### config.mk
export PLATFORM = sky130hd
export DESIGN_NAME = poly_x_tail_trim
export DESIGN_NICKNAME = d
export VERILOG_FILES = /design/src/hw/rtl/ptt_pkg.sv /design/src/hw/rtl/ptt_front.sv /design/src/hw/rtl/ptt_fifo.sv /design/src/hw/rtl/ptt_back.sv /design/src/hw/rtl/poly_x_tail_trim.sv
export SDC_FILE = /design/constraint.sdc
export NUM_CORES = 1
export LEC_CHECK = 0
export ABC_AREA = 1
export BUFFER_PORTS_ARGS = -buffer_cell sky130_fd_sc_hd__buf_4
export CAP_MARGIN = 10
export CORE_MARGIN = 3
export CORE_UTILIZATION = 45
export DETAILED_ROUTE_END_ITERATION = 10
export HOLD_SLACK_MARGIN = 0.1
export SETUP_SLACK_MARGIN = 0.4
export SKIP_LAST_GASP = 1
export SLEW_MARGIN = 20
export SYNTH_ARGS = -nofsm -noshare
export SYNTH_HDL_FRONTEND = slang
export SYNTH_SLANG_ARGS = --single-unit
### constraint.sdc
create_clock -name clk_i -period 13.63 [get_ports clk_i]
set_input_delay 2.726 -clock clk_i [delete_from_list [all_inputs] [get_ports clk_i]]
set_output_delay 2.726 -clock clk_i [all_outputs]
set_load 0.1 [all_outputs]
### src/hw/rtl/ptt_pkg.sv
// ----------------------------------------------------------------------------
// ptt_pkg
// Shared types and constants for the poly-X tail trimmer.
// ----------------------------------------------------------------------------
package ptt_pkg;

  localparam int unsigned FIELD_W    = 13;
  localparam int unsigned CODE_W     = 3;
  localparam int unsigned MASK_W     = 5;
  localparam int unsigned NUM_KINDS  = 5;
  localparam int unsigned CFG_IDX_W  = 2;
  localparam int unsigned FIFO_DEPTH = 2;
  localparam int unsigned FIFO_PTR_W = 1;
  localparam int unsigned FIFO_CNT_W = 2;

  localparam logic [CODE_W-1:0] KIND_N = 3'd4;

  localparam logic [FIELD_W-1:0] MIN_COMPARE_RST      = 13'd10;
  localparam logic [FIELD_W-1:0] MAX_MISMATCH_RST     = 13'd5;
  localparam logic [FIELD_W-1:0] ONE_MISMATCH_PER_RST = 13'd8;
  localparam logic [MASK_W-1:0]  BASE_MASK_RST        = 5'd31;

  typedef enum logic [CFG_IDX_W-1:0] {
    CFG_MIN_COMPARE      = 2'd0,
    CFG_MAX_MISMATCH     = 2'd1,
    CFG_ONE_MISMATCH_PER = 2'd2,
    CFG_BASE_MASK        = 2'd3
  } cfg_idx_e;

  typedef enum logic [1:0] {
    BK_SCAN = 2'd0,
    BK_DIV  = 2'd1,
    BK_DONE = 2'd2
  } back_state_e;

  typedef struct packed {
    logic [FIELD_W-1:0] min_compare;
    logic [FIELD_W-1:0] max_mismatch;
    logic [FIELD_W-1:0] one_mismatch_per;
    logic [MASK_W-1:0]  base_mask;
  } cfg_t;

  typedef struct packed {
    logic [CODE_W-1:0] kind;
    logic              last;
  } item_t;

endpackage

### src/hw/rtl/ptt_front.sv
// ----------------------------------------------------------------------------
// ptt_front
// Accepts base beats, folds unknown codes into N and pushes them to the queue.
// ----------------------------------------------------------------------------
module ptt_front (
  input  logic                       in_valid_i,
  output logic                       in_ready_o,
  input  logic [ptt_pkg::CODE_W-1:0] base_code_i,
  input  logic                       read_start_i,
  output logic                       push_o,
  output ptt_pkg::item_t             push_item_o,
  input  logic                       full_i
);
  import ptt_pkg::*;

  assign in_ready_o = !full_i;
  assign push_o     = in_valid_i && !full_i;

  always_comb begin
    push_item_o.kind = (base_code_i > KIND_N) ? KIND_N : base_code_i;
    push_item_o.last = read_start_i;
  end

endmodule

### src/hw/rtl/ptt_fifo.sv
// ----------------------------------------------------------------------------
// ptt_fifo
// Short queue of classified bases between front and back.
// ----------------------------------------------------------------------------
module ptt_fifo (
  input  logic           clk_i,
  input  logic           rst_ni,
  input  logic           push_i,
  input  ptt_pkg::item_t push_item_i,
  output logic           full_o,
  input  logic           pop_i,
  output logic           valid_o,
  output ptt_pkg::item_t pop_item_o
);
  import ptt_pkg::*;

  item_t                 mem_q [FIFO_DEPTH];
  logic [FIFO_PTR_W-1:0] wr_ptr_q, rd_ptr_q;
  logic [FIFO_CNT_W-1:0] cnt_q;
  logic                  do_push, do_pop;

  assign full_o     = (cnt_q == FIFO_CNT_W'(FIFO_DEPTH));
  assign valid_o    = (cnt_q != '0);
  assign pop_item_o = mem_q[rd_ptr_q];
  assign do_push    = push_i && !full_o;
  assign do_pop     = pop_i && valid_o;

  always_ff @(posedge clk_i or negedge rst_ni) begin
    if (!rst_ni) begin
      wr_ptr_q <= '0;
      rd_ptr_q <= '0;
      cnt_q    <= '0;
    end else begin
      if (do_push) begin
        wr_ptr_q <= wr_ptr_q + 1'b1;
      end
      if (do_pop) begin
        rd_ptr_q <= rd_ptr_q + 1'b1;
      end
      case ({do_push, do_pop})
        2'b10:   cnt_q <= cnt_q + 1'b1;
        2'b01:   cnt_q <= cnt_q - 1'b1;
        default: cnt_q <= cnt_q;
      endcase
    end
  end

  always_ff @(posedge clk_i) begin
    if (do_push) begin
      mem_q[wr_ptr_q] <= push_item_i;
    end
  end

endmodule

### src/hw/rtl/ptt_back.sv
// ----------------------------------------------------------------------------
// ptt_back
// Scans queued bases, keeps the running mismatch allowance and emits the
// per-read trim result through an output register.
// ----------------------------------------------------------------------------
module ptt_back #(
  parameter int unsigned MAX_READ_LEN = 4096
) (
  input  logic                        clk_i,
  input  logic                        rst_ni,
  input  ptt_pkg::cfg_t               cfg_i,
  input  logic                        div_start_i,
  input  logic                        item_valid_i,
  input  ptt_pkg::item_t              item_i,
  output logic                        pop_o,
  output logic                        out_valid_o,
  input  logic                        out_ready_i,
  output logic                        trim_done_o,
  output logic [ptt_pkg::CODE_W-1:0]  tail_base_o,
  output logic [ptt_pkg::FIELD_W-1:0] tail_length_o,
  output logic [ptt_pkg::FIELD_W-1:0] kept_length_o
);
  import ptt_pkg::*;

  localparam int unsigned CW  = $clog2(MAX_READ_LEN + 1);
  localparam int unsigned AW  = (CW > FIELD_W) ? CW : FIELD_W;
  localparam int unsigned TW  = (CW + 1 > FIELD_W) ? CW + 1 : FIELD_W;
  localparam int unsigned DCW = $clog2(CW + 1);

  back_state_e state_q, state_d;

  logic [CW-1:0]      cnt_q  [NUM_KINDS];
  logic [CW-1:0]      last_q [NUM_KINDS];
  logic [NUM_KINDS-1:0] seen_q;
  logic [CW-1:0]      scan_pos_q, stop_pos_q, quo_q;
  logic               stopped_q;
  logic [FIELD_W-1:0] rem_q;
  logic [DCW-1:0]     div_cnt_q;

  logic               out_valid_q, trim_q;
  logic [CODE_W-1:0]  base_q;
  logic [FIELD_W-1:0] tail_q, kept_q;

  logic               load_out;
  logic [FIELD_W-1:0] divisor;

  // scan step
  logic               active;
  logic [FIELD_W:0]   rem_inc;
  logic               wrap;
  logic [CW-1:0]      quo_inc;
  logic [AW-1:0]      allowed;
  logic [CW-1:0]      cmp;
  logic [CW-1:0]      cnt_new [NUM_KINDS];
  logic               keep;

  // divide step
  logic [FIELD_W:0]   r_sh;
  logic               ge;
  logic [FIELD_W-1:0] r_next;

  // finish
  logic [CW-1:0]      fin_pos;
  logic [TW-1:0]      fin_pos1;
  logic               fin_trim;
  logic [CODE_W-1:0]  fin_best;
  logic [CW-1:0]      fin_tail;
  logic [CW-1:0]      fin_kept;

  assign divisor = (cfg_i.one_mismatch_per == '0) ? FIELD_W'(1)
                                                  : cfg_i.one_mismatch_per;

  always_comb begin
    active  = (scan_pos_q < CW'(MAX_READ_LEN));
    rem_inc = {1'b0, rem_q} + 1'b1;
    wrap    = (rem_inc >= {1'b0, divisor});
    quo_inc = wrap ? quo_q + 1'b1 : quo_q;
    allowed = AW'(quo_inc);
    if (allowed == '0) begin
      allowed = AW'(1);
    end
    if (allowed > AW'(cfg_i.max_mismatch)) begin
      allowed = AW'(cfg_i.max_mismatch);
    end
    cmp  = scan_pos_q + 1'b1;
    keep = 1'b0;
    for (int k = 0; k < NUM_KINDS; k++) begin
      cnt_new[k] = (item_i.kind == CODE_W'(k)) ? cnt_q[k] + 1'b1 : cnt_q[k];
      if (cfg_i.base_mask[k] && (AW'(cmp - cnt_new[k]) <= allowed)) begin
        keep = 1'b1;
      end
    end
  end

  always_comb begin
    r_sh   = {rem_q, quo_q[CW-1]};
    ge     = (r_sh >= {1'b0, divisor});
    r_next = ge ? FIELD_W'(r_sh - {1'b0, divisor}) : FIELD_W'(r_sh);
  end

  always_comb begin
    logic [CW-1:0] best_cnt;
    logic          found;
    fin_pos  = stopped_q ? stop_pos_q : scan_pos_q;
    fin_pos1 = TW'(fin_pos) + 1'b1;
    fin_trim = (fin_pos1 >= TW'(cfg_i.min_compare));
    best_cnt = '0;
    found    = 1'b0;
    fin_best = '0;
    for (int k = 0; k < NUM_KINDS; k++) begin
      if (cfg_i.base_mask[k] && (!found || cnt_q[k] > best_cnt)) begin
        found    = 1'b1;
        best_cnt = cnt_q[k];
        fin_best = CODE_W'(k);
      end
    end
    if (!fin_trim) begin
      fin_best = '0;
      fin_tail = '0;
    end else begin
      fin_tail = (seen_q[fin_best] ? last_q[fin_best] : '0) + 1'b1;
    end
    fin_kept = scan_pos_q - fin_tail;
  end

  // next state
  always_comb begin
    state_d = state_q;
    unique case (state_q)
      BK_SCAN: begin
        if (div_start_i) begin
          state_d = BK_DIV;
        end else if (item_valid_i && item_i.last) begin
          state_d = BK_DONE;
        end
      end
      BK_DIV: begin
        if (!div_start_i && div_cnt_q == DCW'(1)) begin
          state_d = BK_SCAN;
        end
      end
      BK_DONE: begin
        if (load_out) begin
          state_d = BK_SCAN;
        end
      end
      default: state_d = BK_SCAN;
    endcase
  end

  // state outputs
  always_comb begin
    pop_o    = 1'b0;
    load_out = 1'b0;
    unique case (state_q)
      BK_SCAN: pop_o    = item_valid_i && !div_start_i;
      BK_DIV:  pop_o    = 1'b0;
      BK_DONE: load_out = !out_valid_q || out_ready_i;
      default: pop_o    = 1'b0;
    endcase
  end

  always_ff @(posedge clk_i or negedge rst_ni) begin
    if (!rst_ni) begin
      state_q     <= BK_SCAN;
      out_valid_q <= 1'b0;
      seen_q      <= '0;
      scan_pos_q  <= '0;
      stop_pos_q  <= '0;
      stopped_q   <= 1'b0;
      quo_q       <= '0;
      rem_q       <= '0;
      div_cnt_q   <= '0;
      for (int k = 0; k < NUM_KINDS; k++) begin
        cnt_q[k]  <= '0;
        last_q[k] <= '0;
      end
    end else begin
      state_q <= state_d;

      if (load_out) begin
        out_valid_q <= 1'b1;
      end else if (out_ready_i) begin
        out_valid_q <= 1'b0;
      end

      if (state_q == BK_DONE) begin
        if (load_out) begin
          seen_q     <= '0;
          scan_pos_q <= '0;
          stop_pos_q <= '0;
          stopped_q  <= 1'b0;
          quo_q      <= '0;
          rem_q      <= '0;
          for (int k = 0; k < NUM_KINDS; k++) begin
            cnt_q[k]  <= '0;
            last_q[k] <= '0;
          end
        end
      end else if (div_start_i) begin
        quo_q     <= scan_pos_q;
        rem_q     <= '0;
        div_cnt_q <= DCW'(CW);
      end else if (state_q == BK_DIV) begin
        quo_q     <= {quo_q[CW-2:0], ge};
        rem_q     <= r_next;
        div_cnt_q <= div_cnt_q - 1'b1;
      end else if (pop_o && active) begin
        quo_q      <= quo_inc;
        rem_q      <= wrap ? '0 : FIELD_W'(rem_inc);
        scan_pos_q <= cmp;
        if (!stopped_q) begin
          for (int k = 0; k < NUM_KINDS; k++) begin
            if (item_i.kind == CODE_W'(k)) begin
              cnt_q[k]  <= cnt_new[k];
              last_q[k] <= scan_pos_q;
              seen_q[k] <= 1'b1;
            end
          end
          if (!keep) begin
            stopped_q  <= 1'b1;
            stop_pos_q <= scan_pos_q;
          end
        end
      end
    end
  end

  always_ff @(posedge clk_i) begin
    if (load_out) begin
      trim_q <= fin_trim;
      base_q <= fin_best;
      tail_q <= FIELD_W'(fin_tail);
      kept_q <= FIELD_W'(fin_kept);
    end
  end

  assign out_valid_o   = out_valid_q;
  assign trim_done_o   = trim_q;
  assign tail_base_o   = base_q;
  assign tail_length_o = tail_q;
  assign kept_length_o = kept_q;

endmodule

### src/hw/rtl/poly_x_tail_trim.sv
// ----------------------------------------------------------------------------
// poly_x_tail_trim
// A read's last base passes through the queue; in BK_DONE the back then loads
// the read's result into the output register. The front takes one base per
// cycle while the queue is not full; the back stalls to finish each read
// and while the quotient divider rebuilds after one_mismatch_per is written.
// Reset clears all per-read state and loads the register defaults at once.
// ----------------------------------------------------------------------------
module poly_x_tail_trim #(
  parameter int unsigned MAX_READ_LEN = 4096
) (
  input  logic                          clk_i,
  input  logic                          rst_ni,
  input  logic                          in_valid_i,
  output logic                          in_ready_o,
  input  logic [ptt_pkg::CODE_W-1:0]    base_code_i,
  input  logic                          read_start_i,
  output logic                          out_valid_o,
  input  logic                          out_ready_i,
  output logic                          trim_done_o,
  output logic [ptt_pkg::CODE_W-1:0]    tail_base_o,
  output logic [ptt_pkg::FIELD_W-1:0]   tail_length_o,
  output logic [ptt_pkg::FIELD_W-1:0]   kept_length_o,
  input  logic                          cfg_valid_i,
  output logic                          cfg_ready_o,
  input  logic [ptt_pkg::CFG_IDX_W-1:0] cfg_index_i,
  input  logic [ptt_pkg::FIELD_W-1:0]   cfg_data_i
);
  import ptt_pkg::*;

  cfg_t  cfg_q;
  logic  div_start_q;
  logic  cfg_we;
  logic  push, full, pop, q_valid;
  item_t push_item, pop_item;

  assign cfg_ready_o = 1'b1;
  assign cfg_we      = cfg_valid_i && cfg_ready_o;

  always_ff @(posedge clk_i or negedge rst_ni) begin
    if (!rst_ni) begin
      cfg_q.min_compare      <= MIN_COMPARE_RST;
      cfg_q.max_mismatch     <= MAX_MISMATCH_RST;
      cfg_q.one_mismatch_per <= ONE_MISMATCH_PER_RST;
      cfg_q.base_mask        <= BASE_MASK_RST;
      div_start_q            <= 1'b0;
    end else begin
      div_start_q <= 1'b0;
      if (cfg_we) begin
        unique case (cfg_idx_e'(cfg_index_i))
          CFG_MIN_COMPARE:  cfg_q.min_compare  <= cfg_data_i;
          CFG_MAX_MISMATCH: cfg_q.max_mismatch <= cfg_data_i;
          CFG_ONE_MISMATCH_PER: begin
            cfg_q.one_mismatch_per <= cfg_data_i;
            div_start_q            <= 1'b1;
          end
          CFG_BASE_MASK:    cfg_q.base_mask    <= cfg_data_i[MASK_W-1:0];
          default:          cfg_q              <= cfg_q;
        endcase
      end
    end
  end

  ptt_front u_front (
    .in_valid_i   (in_valid_i),
    .in_ready_o   (in_ready_o),
    .base_code_i  (base_code_i),
    .read_start_i (read_start_i),
    .push_o       (push),
    .push_item_o  (push_item),
    .full_i       (full)
  );

  ptt_fifo u_fifo (
    .clk_i       (clk_i),
    .rst_ni      (rst_ni),
    .push_i      (push),
    .push_item_i (push_item),
    .full_o      (full),
    .pop_i       (pop),
    .valid_o     (q_valid),
    .pop_item_o  (pop_item)
  );

  ptt_back #(
    .MAX_READ_LEN (MAX_READ_LEN)
  ) u_back (
    .clk_i         (clk_i),
    .rst_ni        (rst_ni),
    .cfg_i         (cfg_q),
    .div_start_i   (div_start_q),
    .item_valid_i  (q_valid),
    .item_i        (pop_item),
    .pop_o         (pop),
    .out_valid_o   (out_valid_o),
    .out_ready_i   (out_ready_i),
    .trim_done_o   (trim_done_o),
    .tail_base_o   (tail_base_o),
    .tail_length_o (tail_length_o),
    .kept_length_o (kept_length_o)
  );

endmodule

After elaboration in Yosys (flattened, before gate mapping)
Memory sizes are Yosys's and may differ from the RTL's.
Cells that the tools add are included.
Operators by class
  $add $sub $neg: 22
  order comparisons: 17
  bitwise logic cells: 2
  equality and inequality tests: 20
  reductions and logical operators: 58
  muxes and demuxes: 111
Operator list (number)
  $mux 65: 11
  $mux 13: 49
  $add 13x1->13 const B: 8
  $sub 13x13->13: 7
  $gt 13x13->1: 5
  $le 13x13->1: 5
  $ge 14x13->1: 3
  $bmux 13 s3: 1
  $reduce_and 6->1: 6
  $mux 1: 31
  $mux 5: 6
  $add 13x1->14 const B: 2
  $logic_not 13->1: 2
  $reduce_bool 2->1: 10
  $logic_and 1x1->1: 16
  $lt 13x13->1 const B: 1
  $mux 2: 6
  $reduce_and 2->1: 6
  $eq 2x2->1 const B: 5
  $mux 4: 2
  $ne 2x1->1 const B: 4
  $logic_not 1->1: 7
  $eq 2x1->1 const B: 3
  $eq 3x2->1 const B: 2
  24 further kinds: 32
Word-level totals
  word-level logic and storage cells: 266
  input port bits: 24
  RAM bits: 8
  register bits: 274
  memories kept: 1
Memories
  u_fifo.mem_q: words 2, width 4, read ports 1, clocked after Yosys merged registers in 0, wr ports 1, line ptt_fifo.sv:17  | item_t mem_q [FIFO_DEPTH];

Depth between registers and ports, before layout
  word-level depth: 25
  mapped depth: 84

Cells and area by module
Synthesis repeated with hierarchy kept, for this count alone.
Second synthesis, totals
  cells, all modules: 2965
  area, all modules: 22360.2 um^2
Modules (own cells, without submodules)
  ptt_back: area each 19927.9 um^2, sequential area each 5780.5 um^2, instances 1, cells an instance 2699
  poly_x_tail_trim: area each 1860.5 um^2, sequential area each 1138.6 um^2, instances 1, cells an instance 202
  ptt_fifo: area each 523.0 um^2, sequential area each 340.3 um^2, instances 1, cells an instance 52
  ptt_front: area each 48.8 um^2, sequential area each 0.0 um^2, instances 1, cells an instance 12

Worst setup path after synthesis
OpenSTA, ideal clock, no wires.
  path kind: reg2reg
  start: register cfg_q[0] in the netlist's numbering
  end: register u_back.kept_q[12], in the netlist u_back.kept_length_o[12] (data pin)
  data required time: 13.377 ns
  cell stages (with the launch flop): 77
  setup time: 0.253 ns
  path slack: 3.823 ns
  data arrival time: 9.554 ns
  cells stage by stage: dfstp_2 clkbuf_1 clkbuf_1 nand2_1 ha_1 nand2_1 nor2_1 inv_1 nor2_1 nand2_1 nand2_1 nand2_1 a21oi_2 inv_1 clkbuf_1 nand2_1 o21ai_0 ha_1 [... 41 more ...] a21oi_1 nor3_1 inv_1 ha_1 inv_1 nor2_1 o21ai_0 nand2_1 a21oi_1 o21bai_1 nand3_1 nand2_1 a21oi_1 o21bai_1 xor2_1 inv_1 nand4_1 nand2_1
Between the ends
  cells in the longest elaborated chain, start to end: 25
  elaborated cells between the ends (all ways): 38
RTL lines
  start, declared: line poly_x_tail_trim.sv:31  | cfg_t cfg_q;
  start signal, assigned: line poly_x_tail_trim.sv:58  | default: cfg_q <= cfg_q;
  $mux 13 / $mux 1 (equally long branches): line ptt_back.sv:111  | if (cfg_i.base_mask[k] && (!found || cnt_q[k] > best_cnt)) begin
  $gt 13x13->1 / $logic_not 1->1 (equally long branches): line ptt_back.sv:111
  $logic_or 1x1->1: line ptt_back.sv:111
  $logic_and 1x1->1: line ptt_back.sv:111
  $mux 13 / $mux 1 (equally long branches): line ptt_back.sv:111
  $gt 13x13->1 / $logic_not 1->1 (equally long branches): line ptt_back.sv:111
  $logic_or 1x1->1: line ptt_back.sv:111
  $logic_and 1x1->1: line ptt_back.sv:111
  [... 10 more ...]
  $bmux 13 s3: line ptt_back.sv:121  | fin_tail = (seen_q[fin_best] ? last_q[fin_best] : '0) + 1'b1;
  $mux 13 (not written as such) (2 in a row): line ptt_back.sv:121
  $mux 13 *: line ptt_back.sv:121
  $add 13x1->13 *: line ptt_back.sv:121
  $mux 13 *: line ptt_back.sv:117  | if (!fin_trim) begin
  net u_back.fin_tail[4]: line ptt_back.sv:67  | logic [CW-1:0] fin_tail;
  $sub 13x13->13 *: line ptt_back.sv:123  | fin_kept = scan_pos_q - fin_tail;
  net u_back.fin_kept[12]: line ptt_back.sv:68  | logic [CW-1:0] fin_kept;
  end signal, assigned: line ptt_back.sv:234  | kept_q <= FIELD_W'(fin_kept);
  end, declared: line ptt_back.sv:42  | logic [FIELD_W-1:0] tail_q, kept_q;
Mark *: on every way through the listed nets, which the timed path passes. The rest lies on a longest branch. The select of a mux whose other input is x is not followed.
A chain may end at the register's enable or synchronous reset.

Worst setup path after layout
Ends and elaborated chain as after synthesis.

==> impl_metrics.tcl <==
set metrics [dict create \
    dp_cells 3445 \
    clock_latency_ns 0.55 \
    n_fill_cell 4652 \
    h-tree-depth 2 \
    cts_buffer_depth 3 \
    synth_seq_area_share_pct 32.9 \
    utilization_pct 50.6 \
    syn_nets 3112 \
    die_w_um 227 \
    num_rows 80 \
    synth-compound-area-share_pct 14.8 \
    drtIter0Drc 1590 \
    grt_overflow 0 \
    cts.hold.buffers_added 0 \
    cp_max_fo 31 \
    synth_edf_count 38 \
    post-dp-hpwl_um 48800 \
    core_um2 48000 \
    cap_violations 0 \
    async_reset_ff_share_pct 86.5 \
    layout.nets 3156 \
    die_h_um 227 \
    reg2reg_from "cfg_q[0]$_DFFE_PN1P_" \
    rsz0062_at_grt "no" \
    report.final.slew_viol_count 0 \
    synthSimpleGateAreaFrac_pct 18.8 \
    viasPerCell 5.42 \
    r2r_end "u_back.kept_length_o[12]$_DFFE_PP_" \
    cp-end-kind "register" \
    synth.top_cell.area_share_pct 26.5 \
    avgSynthCellArea_um2 7.81 \
    synthTopCellsByArea "dfrtp_1 (27%), ha_1 (15%), nand2_1 (9.1%), inv_1 (7.5%), xor2_1 (6.1%)" \
    stdcell_count 3506 \
    yosysTopAreaCell "dfrtp_1" \
    grt_pass1_vias 18300 \
    yosysWarnings 0 \
    slowest_delay_ns 0.76 \
    drive_above_1_share_pct 8.30 \
    relSlewSlack_pct 30.3 \
    finalHoldViolations 0 \
    fmax_ghz 0.0874 \
    hold_path_depth 2 \
    synth-xor-area-share_pct 6.87 \
    grt_antenna_before_repair 1 \
    cts.sinks 282 \
    grt_max_degree 69 \
    finalCriticalPeriod_ns 11.44 \
    final.setup.tns_ns 0 \
    postCtsSetupBuffers 0 \
    tightestPinTransition_ns 1.04 \
    clockRootBuffer "clkbuf_16" \
    num_vias 19000 \
    crit_top_cell "nand2_1" \
    wire_per_inst_um 18.0 \
    numCtsBuffers 35 \
    start_kind "register" \
    final-setup-viol-count 0 \
    n_antenna_cell 0 \
    cts_tree "done" \
    drc 0 \
    synth_ff_type "dfrtp_1" \
    start_util_pct 45.9 \
    ys_seq_elements 282 \
    wl_um 63000 \
    synth_top_family_by_area "simple AND/OR/NAND/NOR gates" \
    hold_path_class "reg2reg" \
    critPathSlowestCell "dfstp_2" \
    hold-path-endpoint "u_back.stop_pos_q[0]$_DFFE_PN0P_" \
    status "completed" \
    synth.distinct_cells 61 \
    dieArea_um2 51700 \
    reg2reg_slack_ns 2.19 \
    finClkSkew_ns 0.0304 \
    gp_congestion 0.895 \
    netlist_instances 2823 \
    drtPass1Iterations 5 \
    crit_type "reg2reg" \
    grt_use_total_pct 24.5 \
    antenna_violating_nets_post_route 0 \
    synthAdderAreaFrac_pct 15.3 \
    cp.arrival_ns 11.75 \
    numPortBuffers 55 \
    muxShareOfSynthArea_pct 2.16 \
    synthesis.area_um2 22100 \
    hp-start "u_back.stop_pos_q[0]$_DFFE_PN0P_" \
    reg2reg_depth 69 \
    synthToLayoutAreaGrowth_pct 10.2 \
    grt_pass1_wl_um 99900 \
    clk_pin_slew_ns 0.06 \
    ios 57 \
    required_ns 13.94 \
    fin_crit_sh_pct 83.9 \
]
## timing repair
item / in CTS / in global routing
resized for setup: 0 / 1
endpoints found under the setup margin: 0 / 1
endpoints found under the hold margin: 0 / 0
## how the worst max path moves through the flow
| stage | depth (start not counted) | startpoint | slack, ns | end |
|---|---|---|---|---|
| after floorplan | 76 | cfg_q[0]$_DFFE_PN1P_ | 3.82 | u_back.kept_length_o[12]$_DFFE_PP_ |
| after global placement | 69 | cfg_q[0]$_DFFE_PN1P_ | 2.26 | u_back.kept_length_o[12]$_DFFE_PP_ |
| after detailed placement | 69 | cfg_q[0]$_DFFE_PN1P_ | 1.91 | u_back.kept_length_o[12]$_DFFE_PP_ |
| after CTS | 69 | cfg_q[0]$_DFFE_PN1P_ | 1.88 | u_back.kept_length_o[12]$_DFFE_PP_ |
| after global routing | 69 | cfg_q[0]$_DFFE_PN1P_ | 0.78 | u_back.kept_length_o[12]$_DFFE_PP_ |
| final | 69 | cfg_q[0]$_DFFE_PN1P_ | 2.19 | u_back.kept_length_o[12]$_DFFE_PP_ |
## layer usage
metal  part of all wire (%)  GRT usage, %  vias to the layer above
met5                      0             0                        -
met4                    2.5          6.74                        0
met3                    5.0          2.76                       92
met2                     44          37.8                      431
met1                     49          36.5                     8954
li1                       -             -                     9522
## cells in the mapped netlist (all sizes together), types with 10 or more instances
cell    number
a21oi      169
buf         29
clkbuf      51
dfrtp      234
dfstp       10
edfxtp      38
ha         258
inv        446
mux2        41
nand2      538
nand3      139
nand4       37
nor2       141
nor3        60
nor4        11
o211ai      23
o21ai      236
o21bai      26
o22ai       87
or2         13
xnor2       19
xor2       154
## worst max-delay path, delay by kind of cell (launching register included)
family	cells	cell delay [ns]
AO/OA/AOI/OAI	14	2.16
XOR/XNOR	1	0.19
adder cells (fa/ha/maj)	6	1.81
buffers and inverters	7	0.75
flip-flops	1	0.76
AND/OR/NAND/NOR	41	5.47
## cells by family after synthesis
| group | Yosys count |
|---|---|
| other cells | 1 |
| fa+ha+maj | 265 |
| simple gates | 954 |
| flops | 282 |
| buf+inv | 527 |
| compound gates | 579 |
| mux | 42 |
| xor+xnor | 173 |
## state kept, by name, summed over array words and instances, names as in the netlist
register / flops
u_back.div_cnt_q: 4
u_back.tail_length_o: 13
div_start_q: 1
u_back.stopped_q: 1
u_back.rem_q: 13
u_back.kept_length_o: 13
u_back.out_valid_o: 1
u_back.state_q: 2
u_back.tail_base_o: 3
u_back.trim_done_o: 1
u_back.scan_pos_q: 13
u_back.quo_q: 13
u_fifo.mem_q: 8
u_back.seen_q: 5
cfg_q: 44
u_fifo.wr_ptr_q: 1
u_fifo.cnt_q: 2
u_back.stop_pos_q: 13
u_back.last_q: 65
u_back.cnt_q: 65
u_fifo.rd_ptr_q: 1
## placed cells by master, fill, tap and decap left out, types with 86 or more instances in the layout
master     n
a21oi_1  163
nand2_1  531
buf_4     86
nand3_1  137
inv_1    438
dfrtp_1  234
o22ai_1   87
xor2_1   154
ha_1     258
o21ai_0  230
nor2_1   134
## cell type report
cell class                      instances  area (µm²)  area share [%]
Multi-Input combinational cell       2014       12800            52.6
Tap cell                              615         769            3.17
Clock buffer                           46         978            4.03
Clock inverter                         15         169           0.695
Sequential cell                       282        7260            29.9
Timing Repair Buffer                   87         661            2.72
Inverter                              447        1680            6.90
## per-stage QoR
step | setup WS (ns) | hold slack, ns | cell area (µm²)
floorplan | 3.82 | 0.434 | 22100
global placement | 2.26 | 0.449 | 23200
detailed placement | 1.91 | 0.459 | 23200
CTS | 1.88 | 0.472 | 24300
global route | 0.783 | 0.495 | 24300
finish | 2.19 | 0.472 | 24300
Power is left out: the tool's default activity adds up to more than one toggle a clock period on the data nets, which glitch-free logic cannot reach.
